**src/design/bis_pkg.sv**
```systemverilog
package bis_pkg;

    localparam int SET_BITS_DEF = 1024;
    localparam int BUCKET_BITS  = 8;
    localparam int OP_W         = 3;
    localparam int VALUE_W      = 10;
    localparam int INDEX_W      = 7;
    localparam int HIGH_W       = 11;
    localparam int MAX_BUCKETS  = 1 << INDEX_W;
    localparam int VALUE_LIMIT  = (1 << VALUE_W) - 1;

    // Width of one slice of the nonzero-bucket flags examined per scan step.
    localparam int GROUP        = 32;
    localparam int GROUP_W      = 5;

    localparam logic [VALUE_W-1:0] MAX_VALUE_RST = 10'd1023;

    localparam logic [OP_W-1:0] OP_ADD       = 3'd0;
    localparam logic [OP_W-1:0] OP_REMOVE    = 3'd1;
    localparam logic [OP_W-1:0] OP_TEST      = 3'd2;
    localparam logic [OP_W-1:0] OP_CLEAR     = 3'd3;
    localparam logic [OP_W-1:0] OP_INTERSECT = 3'd4;
    localparam logic [OP_W-1:0] OP_UNION     = 3'd5;

    typedef enum logic [1:0]
    {
        ST_IDLE,
        ST_MODIFY,
        ST_SCAN,
        ST_FINISH
    } bis_state_t;

    // Index of the highest set bit of a group of flags; zero when none is set.
    function automatic logic [GROUP_W-1:0] top_of_group(input logic [GROUP-1:0] flags);
        logic [GROUP_W-1:0] pos;
        pos = '0;
        for (int i = 0; i < GROUP; i++)
        begin
            if (flags[i])
            begin
                pos = GROUP_W'(i);
            end
        end
        return pos;
    endfunction

    // Index of the highest set bit of one bucket; zero when the bucket is empty.
    function automatic logic [2:0] top_of_bucket(input logic [BUCKET_BITS-1:0] bits);
        logic [2:0] pos;
        pos = '0;
        for (int i = 0; i < BUCKET_BITS; i++)
        begin
            if (bits[i])
            begin
                pos = 3'(i);
            end
        end
        return pos;
    endfunction

endpackage

```
**src/design/bis_if.sv**
```systemverilog
interface bis_item_if;
    logic                          valid;
    logic                          ready;
    logic [bis_pkg::OP_W-1:0]      operation;
    logic [bis_pkg::VALUE_W-1:0]   value;
    logic [bis_pkg::INDEX_W-1:0]   bucket_index;
    logic [bis_pkg::BUCKET_BITS-1:0] other_byte;

    modport source (output valid, operation, value, bucket_index, other_byte, input ready);
    modport sink   (input valid, operation, value, bucket_index, other_byte, output ready);
endinterface

interface bis_result_if;
    logic                               valid;
    logic                               ready;
    logic                               status;
    logic                               is_member;
    logic                               is_empty;
    logic signed [bis_pkg::HIGH_W-1:0]  highest_member;

    modport source (output valid, status, is_member, is_empty, highest_member, input ready);
    modport sink   (input valid, status, is_member, is_empty, highest_member, output ready);
endinterface

```
**src/design/bitmap_integer_set.sv**
```systemverilog
// Set of integers 0..max_value held as a bitmap of byte buckets in a single-port memory, with
// one flip-flop per bucket marking it written since the last clear and one marking it nonzero.
// An item is taken only while the sequencer is idle; a result is delivered through an output
// register, so the next item may be taken while a result beat still waits. Between acceptance and
// the next acceptance an item goes through the bucket read, the modify and write-back, a priority
// scan that walks down the nonzero-bucket flags 32 buckets per step until it finds the highest
// nonzero bucket (at most ceil(buckets/32) steps, four with the default size), and a final step
// that fetches that bucket and encodes the highest member. That final step repeats for as long
// as the output register still holds an earlier result beat that has not been taken. Clearing,
// and writing max_value, empty the set at once by clearing the flags. max_value is at byte
// address 0 of the APB port.
module bitmap_integer_set #(
    parameter int SET_BITS = bis_pkg::SET_BITS_DEF
) (
    input  logic        clk,
    input  logic        rst_n,
    input  logic        psel,
    input  logic        penable,
    input  logic        pwrite,
    input  logic [2:0]  paddr,
    input  logic [31:0] pwdata,
    output logic [31:0] prdata,
    output logic        pready,
    bis_item_if.sink     item,
    bis_result_if.source result
);

    localparam int BB           = bis_pkg::BUCKET_BITS;
    localparam int VW           = bis_pkg::VALUE_W;
    localparam int HW           = bis_pkg::HIGH_W;
    localparam int GRP          = bis_pkg::GROUP;
    localparam int FULL_BUCKETS = (SET_BITS + BB - 1) / BB;
    localparam int STORE_DEPTH  = (FULL_BUCKETS < bis_pkg::MAX_BUCKETS) ?
                                  FULL_BUCKETS : bis_pkg::MAX_BUCKETS;
    localparam int BA_W         = (STORE_DEPTH > 1) ? $clog2(STORE_DEPTH) : 1;
    localparam int GROUPS       = (STORE_DEPTH + GRP - 1) / GRP;
    localparam int GW           = (GROUPS > 1) ? $clog2(GROUPS) : 1;
    localparam int LIMIT        = (SET_BITS - 1 < bis_pkg::VALUE_LIMIT) ?
                                  SET_BITS - 1 : bis_pkg::VALUE_LIMIT;
    localparam logic [VW-1:0] LIMIT_V = VW'(LIMIT);

    bis_pkg::bis_state_t state_reg, state_next;

    logic [VW-1:0]                  max_value_reg;
    logic [bis_pkg::OP_W-1:0]       op_reg;
    logic [VW-1:0]                  value_reg;
    logic [bis_pkg::INDEX_W-1:0]    index_reg;
    logic [BB-1:0]                  other_reg;
    logic                           status_reg;
    logic                           member_reg;
    logic [GW-1:0]                  grp_reg;
    logic                           found_reg;
    logic [BA_W-1:0]                top_bucket_reg;

    logic [BB-1:0]                  mem [STORE_DEPTH];
    logic [BB-1:0]                  rd_raw_reg;
    logic                           rd_ok_reg;
    logic [STORE_DEPTH-1:0]         valid_reg;
    logic [STORE_DEPTH-1:0]         nz_reg;

    logic                           out_valid_reg;
    logic                           out_status_reg;
    logic                           out_member_reg;
    logic                           out_empty_reg;
    logic [HW-1:0]                  out_high_reg;

    logic                           cfg_write;
    logic                           accept;
    logic                           out_free;
    logic [VW-1:0]                  emax;
    logic [BA_W-1:0]                in_addr;
    logic [BA_W-1:0]                item_addr;
    logic [BB-1:0]                  cur_byte;
    logic [VW-1:0]                  base;
    logic [BB-1:0]                  span_mask;
    logic [BB-1:0]                  bit_sel;
    logic                           oor;
    logic                           is_hit;
    logic                           do_write;
    logic                           do_clear;
    logic [BB-1:0]                  new_byte;

    logic [GROUPS*GRP-1:0]          nz_pad;
    logic [GRP-1:0]                 slice;
    logic                           slice_hit;
    logic [bis_pkg::GROUP_W-1:0]    slice_top;
    logic [BA_W-1:0]                found_bucket;

    logic                           rd_en;
    logic [BA_W-1:0]                rd_addr;
    logic                           wr_en;
    logic                           clear_all;
    logic                           load_out;
    logic [HW-1:0]                  high_value;

    // Configuration port.
    assign pready    = 1'b1;
    assign cfg_write = psel && penable && pwrite && pready && (paddr[2] == 1'b0);
    assign prdata    = (paddr[2] == 1'b0) ? 32'(max_value_reg) : 32'd0;

    assign item.ready = (state_reg == bis_pkg::ST_IDLE);
    assign accept     = item.valid && item.ready;
    assign out_free   = !out_valid_reg || result.ready;

    assign emax = (max_value_reg < LIMIT_V) ? max_value_reg : LIMIT_V;

    assign in_addr   = (item.operation == bis_pkg::OP_INTERSECT ||
                        item.operation == bis_pkg::OP_UNION) ?
                       BA_W'(item.bucket_index) : BA_W'(item.value[VW-1:3]);
    assign item_addr = (op_reg == bis_pkg::OP_INTERSECT || op_reg == bis_pkg::OP_UNION) ?
                       BA_W'(index_reg) : BA_W'(value_reg[VW-1:3]);

    // A bucket not written since the last clear reads as empty.
    assign cur_byte = rd_ok_reg ? rd_raw_reg : '0;
    assign base     = {index_reg, 3'b000};
    assign bit_sel  = BB'(1) << value_reg[2:0];

    always_comb
    begin
        for (int k = 0; k < BB; k++)
        begin
            span_mask[k] = ((VW + 1)'(base) + (VW + 1)'(k)) <= (VW + 1)'(emax);
        end
    end

    // Bucket update for the captured item.
    always_comb
    begin
        oor      = 1'b0;
        is_hit   = 1'b0;
        do_write = 1'b0;
        do_clear = 1'b0;
        new_byte = cur_byte;
        case (op_reg)
            bis_pkg::OP_ADD:
            begin
                oor      = value_reg > emax;
                do_write = !oor;
                new_byte = cur_byte | bit_sel;
            end
            bis_pkg::OP_REMOVE:
            begin
                oor      = value_reg > emax;
                do_write = !oor;
                new_byte = cur_byte & ~bit_sel;
            end
            bis_pkg::OP_TEST:
            begin
                oor    = value_reg > emax;
                is_hit = !oor && ((cur_byte & bit_sel) != '0);
            end
            bis_pkg::OP_CLEAR:
            begin
                do_clear = 1'b1;
            end
            bis_pkg::OP_INTERSECT:
            begin
                oor      = base > emax;
                do_write = !oor;
                new_byte = cur_byte & (other_reg & span_mask);
            end
            bis_pkg::OP_UNION:
            begin
                oor      = base > emax;
                do_write = !oor;
                new_byte = cur_byte | (other_reg & span_mask);
            end
            default:
            begin
                oor = 1'b0;
            end
        endcase
    end

    // Priority scan over one group of nonzero-bucket flags per cycle, from the top down.
    assign nz_pad       = (GROUPS * GRP)'(nz_reg);
    assign slice        = nz_pad[grp_reg * GRP +: GRP];
    assign slice_hit    = (slice != '0);
    assign slice_top    = bis_pkg::top_of_group(slice);
    assign found_bucket = BA_W'(32'(grp_reg) * GRP + 32'(slice_top));

    assign high_value = found_reg ? HW'({top_bucket_reg, bis_pkg::top_of_bucket(cur_byte)})
                                  : '1;

    // Next state.
    always_comb
    begin
        state_next = state_reg;
        case (state_reg)
            bis_pkg::ST_IDLE:
            begin
                if (accept)
                begin
                    state_next = bis_pkg::ST_MODIFY;
                end
            end
            bis_pkg::ST_MODIFY:
            begin
                state_next = bis_pkg::ST_SCAN;
            end
            bis_pkg::ST_SCAN:
            begin
                if (slice_hit || grp_reg == '0)
                begin
                    state_next = bis_pkg::ST_FINISH;
                end
            end
            bis_pkg::ST_FINISH:
            begin
                if (out_free)
                begin
                    state_next = bis_pkg::ST_IDLE;
                end
            end
            default:
            begin
                state_next = bis_pkg::ST_IDLE;
            end
        endcase
    end

    // Sequencer strobes.
    always_comb
    begin
        rd_en     = 1'b0;
        rd_addr   = in_addr;
        wr_en     = 1'b0;
        clear_all = 1'b0;
        load_out  = 1'b0;
        case (state_reg)
            bis_pkg::ST_IDLE:
            begin
                rd_en = accept;
            end
            bis_pkg::ST_MODIFY:
            begin
                wr_en     = do_write;
                clear_all = do_clear;
            end
            bis_pkg::ST_SCAN:
            begin
                rd_en   = slice_hit;
                rd_addr = found_bucket;
            end
            bis_pkg::ST_FINISH:
            begin
                load_out = out_free;
            end
            default:
            begin
                rd_en = 1'b0;
            end
        endcase
    end

    always_ff @(posedge clk or negedge rst_n)
    begin
        if (!rst_n)
        begin
            state_reg     <= bis_pkg::ST_IDLE;
            max_value_reg <= bis_pkg::MAX_VALUE_RST;
            valid_reg     <= '0;
            nz_reg        <= '0;
            out_valid_reg <= 1'b0;
            grp_reg       <= '0;
            found_reg     <= 1'b0;
        end
        else
        begin
            state_reg <= state_next;
            if (cfg_write)
            begin
                max_value_reg <= pwdata[VW-1:0];
            end
            if (cfg_write || clear_all)
            begin
                valid_reg <= '0;
                nz_reg    <= '0;
            end
            else if (wr_en)
            begin
                valid_reg[item_addr] <= 1'b1;
                nz_reg[item_addr]    <= (new_byte != '0);
            end
            if (state_reg == bis_pkg::ST_MODIFY)
            begin
                grp_reg <= GW'(GROUPS - 1);
            end
            else if (state_reg == bis_pkg::ST_SCAN)
            begin
                found_reg <= slice_hit;
                if (!slice_hit && grp_reg != '0)
                begin
                    grp_reg <= grp_reg - GW'(1);
                end
            end
            if (load_out)
            begin
                out_valid_reg <= 1'b1;
            end
            else if (result.ready)
            begin
                out_valid_reg <= 1'b0;
            end
        end
    end

    // Item payload, bucket memory and result payload.
    always_ff @(posedge clk)
    begin
        if (accept)
        begin
            op_reg    <= item.operation;
            value_reg <= item.value;
            index_reg <= item.bucket_index;
            other_reg <= item.other_byte;
        end
        if (state_reg == bis_pkg::ST_MODIFY)
        begin
            status_reg <= oor;
            member_reg <= is_hit;
        end
        if (state_reg == bis_pkg::ST_SCAN && slice_hit)
        begin
            top_bucket_reg <= found_bucket;
        end
        if (wr_en)
        begin
            mem[item_addr] <= new_byte;
        end
        if (rd_en)
        begin
            rd_raw_reg <= mem[rd_addr];
            rd_ok_reg  <= valid_reg[rd_addr];
        end
        if (load_out)
        begin
            out_status_reg <= status_reg;
            out_member_reg <= member_reg;
            out_empty_reg  <= !found_reg;
            out_high_reg   <= high_value;
        end
    end

    assign result.valid          = out_valid_reg;
    assign result.status         = out_status_reg;
    assign result.is_member      = out_member_reg;
    assign result.is_empty       = out_empty_reg;
    assign result.highest_member = $signed(out_high_reg);

endmodule

```
**src/flat_wrapper.sv**
```systemverilog
// flat-port wrapper written by rule: the top's interface ports become plain ports
module bitmap_integer_set_flat 
#(
    parameter int SET_BITS = bis_pkg::SET_BITS_DEF
)
  (clk, rst_n, psel, penable, pwrite, paddr, pwdata, prdata, pready, item_valid, item_operation, item_value, item_bucket_index, item_other_byte, item_ready, result_valid, result_status, result_is_member, result_is_empty, result_highest_member, result_ready);
  bis_item_if item_i ();
  bis_result_if result_i ();
  input  logic clk;
  input  logic rst_n;
  input  logic psel;
  input  logic penable;
  input  logic pwrite;
  input  logic [2:0] paddr;
  input  logic [31:0] pwdata;
  output logic [31:0] prdata;
  output logic pready;
  input wire logic [$bits(item_i.valid)-1:0] item_valid;
  input wire logic [$bits(item_i.operation)-1:0] item_operation;
  input wire logic [$bits(item_i.value)-1:0] item_value;
  input wire logic [$bits(item_i.bucket_index)-1:0] item_bucket_index;
  input wire logic [$bits(item_i.other_byte)-1:0] item_other_byte;
  output wire logic [$bits(item_i.ready)-1:0] item_ready;
  output wire logic [$bits(result_i.valid)-1:0] result_valid;
  output wire logic [$bits(result_i.status)-1:0] result_status;
  output wire logic [$bits(result_i.is_member)-1:0] result_is_member;
  output wire logic [$bits(result_i.is_empty)-1:0] result_is_empty;
  output wire logic [$bits(result_i.highest_member)-1:0] result_highest_member;
  input wire logic [$bits(result_i.ready)-1:0] result_ready;
  assign item_i.valid = item_valid;
  assign item_i.operation = item_operation;
  assign item_i.value = item_value;
  assign item_i.bucket_index = item_bucket_index;
  assign item_i.other_byte = item_other_byte;
  assign item_ready = item_i.ready;
  assign result_valid = result_i.valid;
  assign result_status = result_i.status;
  assign result_is_member = result_i.is_member;
  assign result_is_empty = result_i.is_empty;
  assign result_highest_member = result_i.highest_member;
  assign result_i.ready = result_ready;
  bitmap_integer_set #(.SET_BITS(SET_BITS)) u_core (.clk(clk), .rst_n(rst_n), .psel(psel), .penable(penable), .pwrite(pwrite), .paddr(paddr), .pwdata(pwdata), .prdata(prdata), .pready(pready), .item(item_i), .result(result_i));
endmodule
```
**config.mk**
```make
export PLATFORM = sky130hd
export DESIGN_NAME = bitmap_integer_set_flat
export DESIGN_NICKNAME = d
export VERILOG_FILES = /design/src/design/bis_pkg.sv /design/src/design/bis_if.sv /design/src/design/bitmap_integer_set.sv /design/src/flat_wrapper.sv
export SDC_FILE = /design/constraint.sdc
export NUM_CORES = 2
export LEC_CHECK = 0
export BUFFER_PORTS_ARGS = -buffer_cell sky130_fd_sc_hd__buf_2
export CORE_UTILIZATION = 42
export CTS_CLUSTER_DIAMETER = 40
export DETAILED_ROUTE_END_ITERATION = 7
export PLACE_DENSITY_LB_ADDON = 0.15
export SLEW_MARGIN = 10
export SYNTH_ARGS = -nofsm -noshare
export SYNTH_HDL_FRONTEND = slang
export SYNTH_SLANG_ARGS = --single-unit
```
**constraint.sdc**
```tcl
create_clock -name clk -period 15.5 [get_ports clk]
set_input_delay 0.775 -clock clk [delete_from_list [all_inputs] [get_ports clk]]
set_output_delay 0.775 -clock clk [all_outputs]
set_load 0.05 [all_outputs]
```
==> results by group <==
Clocking
  – Setup bufs post-CTS: 0
  – Worst-path clk slew: 50 ps
  – PostCTS Resize Cnt: 0
  – Number of H-tree levels: 4
  – TritonCTS buffer count: 185
  – # clock sinks: 1355
  – CTS tree: done
  – Root Driver: clkbuf_16
  – Clock Latency Late Sink: 810 ps
  – Clk buf depth: 3
  – CTS hold repair buffers: 0

Die
  – Site Rows: 134
  – CORE AREA: 134000 µm²
  – Die Area: 138000 µm²
  – Ports: 119
  – Initial Util: 0.426
  – Width of the die: 371 µm
  – Die extent in y: 371 µm

Pwr
  – Gate power share: 0.276
  – Sw power: 4.34 mW
  – Internal power: 7.98 mW
  – Flop pwr share: 0.372
  – Sw frac: 0.352
  – Static Leak: 23.9 nW
  – Pwr Density: 187 nW/µm²
  – Clock group share of total power: 0.352
  – Design Power: 12.3 mW
  – Peak supply drop: 0.128 mV

Cells and area
  – Layout area overhead: 15.4%
  – Multi-input gate area: 16400 µm²
  – Layout cells sized above 1: 0.150
  – Finished Layout Cells: 6417
  – FILL cells: 11700
  – Max FFs per register: 1024
  – Storage cell area: 39300 µm²
  – Fin nets: 4578

STA
  – RSZ-0062 raised after global routing: no
  – Setup TNS Final: 0 ps
  – Final hold slack: -5.32 ps
  – Max-slew violations: 0
  – Final setup viols: 0
  – Worst slew pin tran: 1260 ps
  – F_max: 143 MHz
  – Minimum clock period: 6970 ps
  – Slew HR: 0.155
  – Hold Vio Cnt, Final: 1
  – Period utilization: 0.450
  – Final clock skew: 20.3 ps

Outcome
  – Status: complete, but fails checks
  – Failing checks: hold timing

Drt
  – Via-to-Cell Ratio: 5.83
  – Met1 WL: 76900 µm
  – Met3 WL: 10800 µm
  – DRT Wirelength: 175000 µm
  – DRC Markers: 0
  – Wire per inst: 27.3 µm
  – Highest metal used: met5
  – Starting DRT DRC Count: 3915
  – Post-detailed-route count of antenna-violating nets: 0
  – Via Count: 37400
  – Met2 Routed Length: 81600 µm
  – Number of iterations in the first detailed-routing pass: 5

Setup path
  – Crit end category: register
  – R2R Path End: u_core.rd_raw_reg[2]
  – Worst-path maximum fanout: 145
  – WP data arrival: 7600 ps
  – R2R depth: 13
  – Critical Path RT: 16130 ps
  – CP Launch Type: register
  – FF-to-FF Start: u_core.grp_reg[0]
  – Worst R2R Setup Slack: 8530 ps
  – Critical setup path kind: reg -> reg

Logic synthesis
  – Mean Syn Cell Area: 13.1 µm²
  – #FFs+latches synth: 1355
  – Synth top area share: 0.569
  – Primary FF master, synth: edfxtp_1
  – Cell Area, Synth: 57200 µm²
  – Count of cell types in the netlist: 95
  – Synth area leader: edfxtp_1
  – Sequential area share after synthesis: 0.688
  – EDFF count, synth: 1083
  – Largest cells by area after synthesis: edfxtp_1 (57%), dfrtp_1 (11%), nor2_1 (3.5%)
  – Asr flop ratio synth: 0.201
  – Post-Syn Instances: 4372
  – Synth warnings: 0

Global route
  – GRT overflow: 0
  – Vias in the first global route: 35900
  – First-pass GRT wire length: 253000 µm
  – All-Layer GR Usage: 0.254
  – Initial antenna violation count: 3
  – Largest net degree at the start of global routing: 146

Placed design
  – DP HPWL: 108000 µm
  – Buffers added on ports: 71
  – Gpl congestion: 0.979
  – Post-placement cell count: 6066

Flow run
  – MaxCap Viol Count: 0

Min path
  – Worst Hold Class: in -> async
[layout make-up]
cell class | instances | share of cell area
antenna | 2 | 0.0000759
clock buffer | 215 | 0.0746
inverter | 37 | 0.00218
timing repair buffer | 216 | 0.0228
tap | 1768 | 0.0335
sequential | 1355 | 0.596
clock inverter | 134 | 0.0225
multi-input combinational | 2690 | 0.248
[cell usage in the layout (no fill, tap or decap), types with 34 or more instances in the layout]
cell       instances
a211oi_1         126
a21oi_1          188
a31oi_1           40
and3_1           136
buf_2             70
buf_4            141
clkbuf_16        190
dfrtp_1          261
edfxtp_1        1083
inv_1             35
mux2_2            51
mux2i_1          197
nand2_1          500
nand3_1           34
nor2_1           523
nor3_1           198
nor4_1            49
o21ai_0          105
o221ai_1          35
o22ai_1           75
[Yosys cell counts, types with 9 or more instances]
master	count
edfxtp_1	1083
nor2_1	529
nand2_1	501
dfrtp_1	262
nor3_1	202
mux2i_1	197
a21oi_1	188
clkbuf_1	154
and3_1	136
a211oi_1	129
o21ai_0	106
buf_2	87
o22ai_1	76
mux2_2	51
buf_4	49
nor4_1	49
a31oi_1	41
inv_1	37
o221ai_1	35
nand3_1	34
a22oi_1	26
or4_1	24
ha_1	23
mux4_2	19
nand2b_1	18
a21o_1	15
a221oi_1	15
a32o_1	15
mux4_1	15
a311oi_1	14
o211ai_1	14
buf_1	12
and2_1	11
nor2b_1	11
dfstp_2	10
o2111ai_1	9
or2_2	9
[power by group through the flow]
stage	logic [mW]	registers, mW	clock network (mW)
after global routing	3.59	4.59	4.54
after CTS	3.39	4.58	4.39
after floorplan	2.01	4.69	0
after global placement	3.35	4.65	0
after detailed placement	3.38	4.65	0
final	3.40	4.59	4.34
[worst max-delay path, cell delays in order (launching register included)]
cell	delay, ps
dfrtp_2	370
buf_4	470
mux4_1	770
or3_1	370
o211ai_2	320
o211ai_4	180
nand2_8	540
buf_12	590
buf_4	650
a211oi_1	210
nor4_1	600
o221a_2	350
o221ai_1	520
nor4b_2	430
[per-stage QoR]
stage / hold slack, ps / setup slack [ps] / util / instance area [µm²]
finish: -5.32 / 8530 / 0.491 / 66000
global route: 46.9 / 8280 / 0.491 / 66000
CTS: 32.4 / 8560 / 0.491 / 66000
detailed placement: 418 / 8390 / 0.443 / 59600
global placement: 418 / 8460 / 0.443 / 59600
floorplan: 400 / 7220 / - / 57200
[kinds of logic after synthesis]
family | share of synthesized area
AOI/OAI and AO/OA | 0.0919
adders and majority gates | 0.00504
buffers and inverters | 0.0293
muxes | 0.0589
other | 0.000131
and+or+nand+nor | 0.126
DFF | 0.688
[layer usage]
layer	GRT usage	vias to the layer above
met5	0	-
met4	0.0855	2
met3	0.0406	303
met2	0.399	1298
met1	0.358	19100
li1	-	16700
[worst max path at each step]
stage                     slack [ps]  depth (start not counted)               startpoint                    to
after detailed placement        8390                         13        item_operation[1]  u_core.rd_raw_reg[0]
after floorplan                 7220                         16  u_core.max_value_reg[9]    u_core.nz_pad[121]
after CTS                       8560                         13        u_core.grp_reg[0]  u_core.rd_raw_reg[0]
final                           8530                         13        u_core.grp_reg[0]  u_core.rd_raw_reg[2]
after global routing            8280                         13        u_core.grp_reg[0]  u_core.rd_raw_reg[0]
after global placement          8460                         13        item_operation[2]  u_core.rd_raw_reg[0]
No activity file was read; power rests on OpenSTA's default activity.
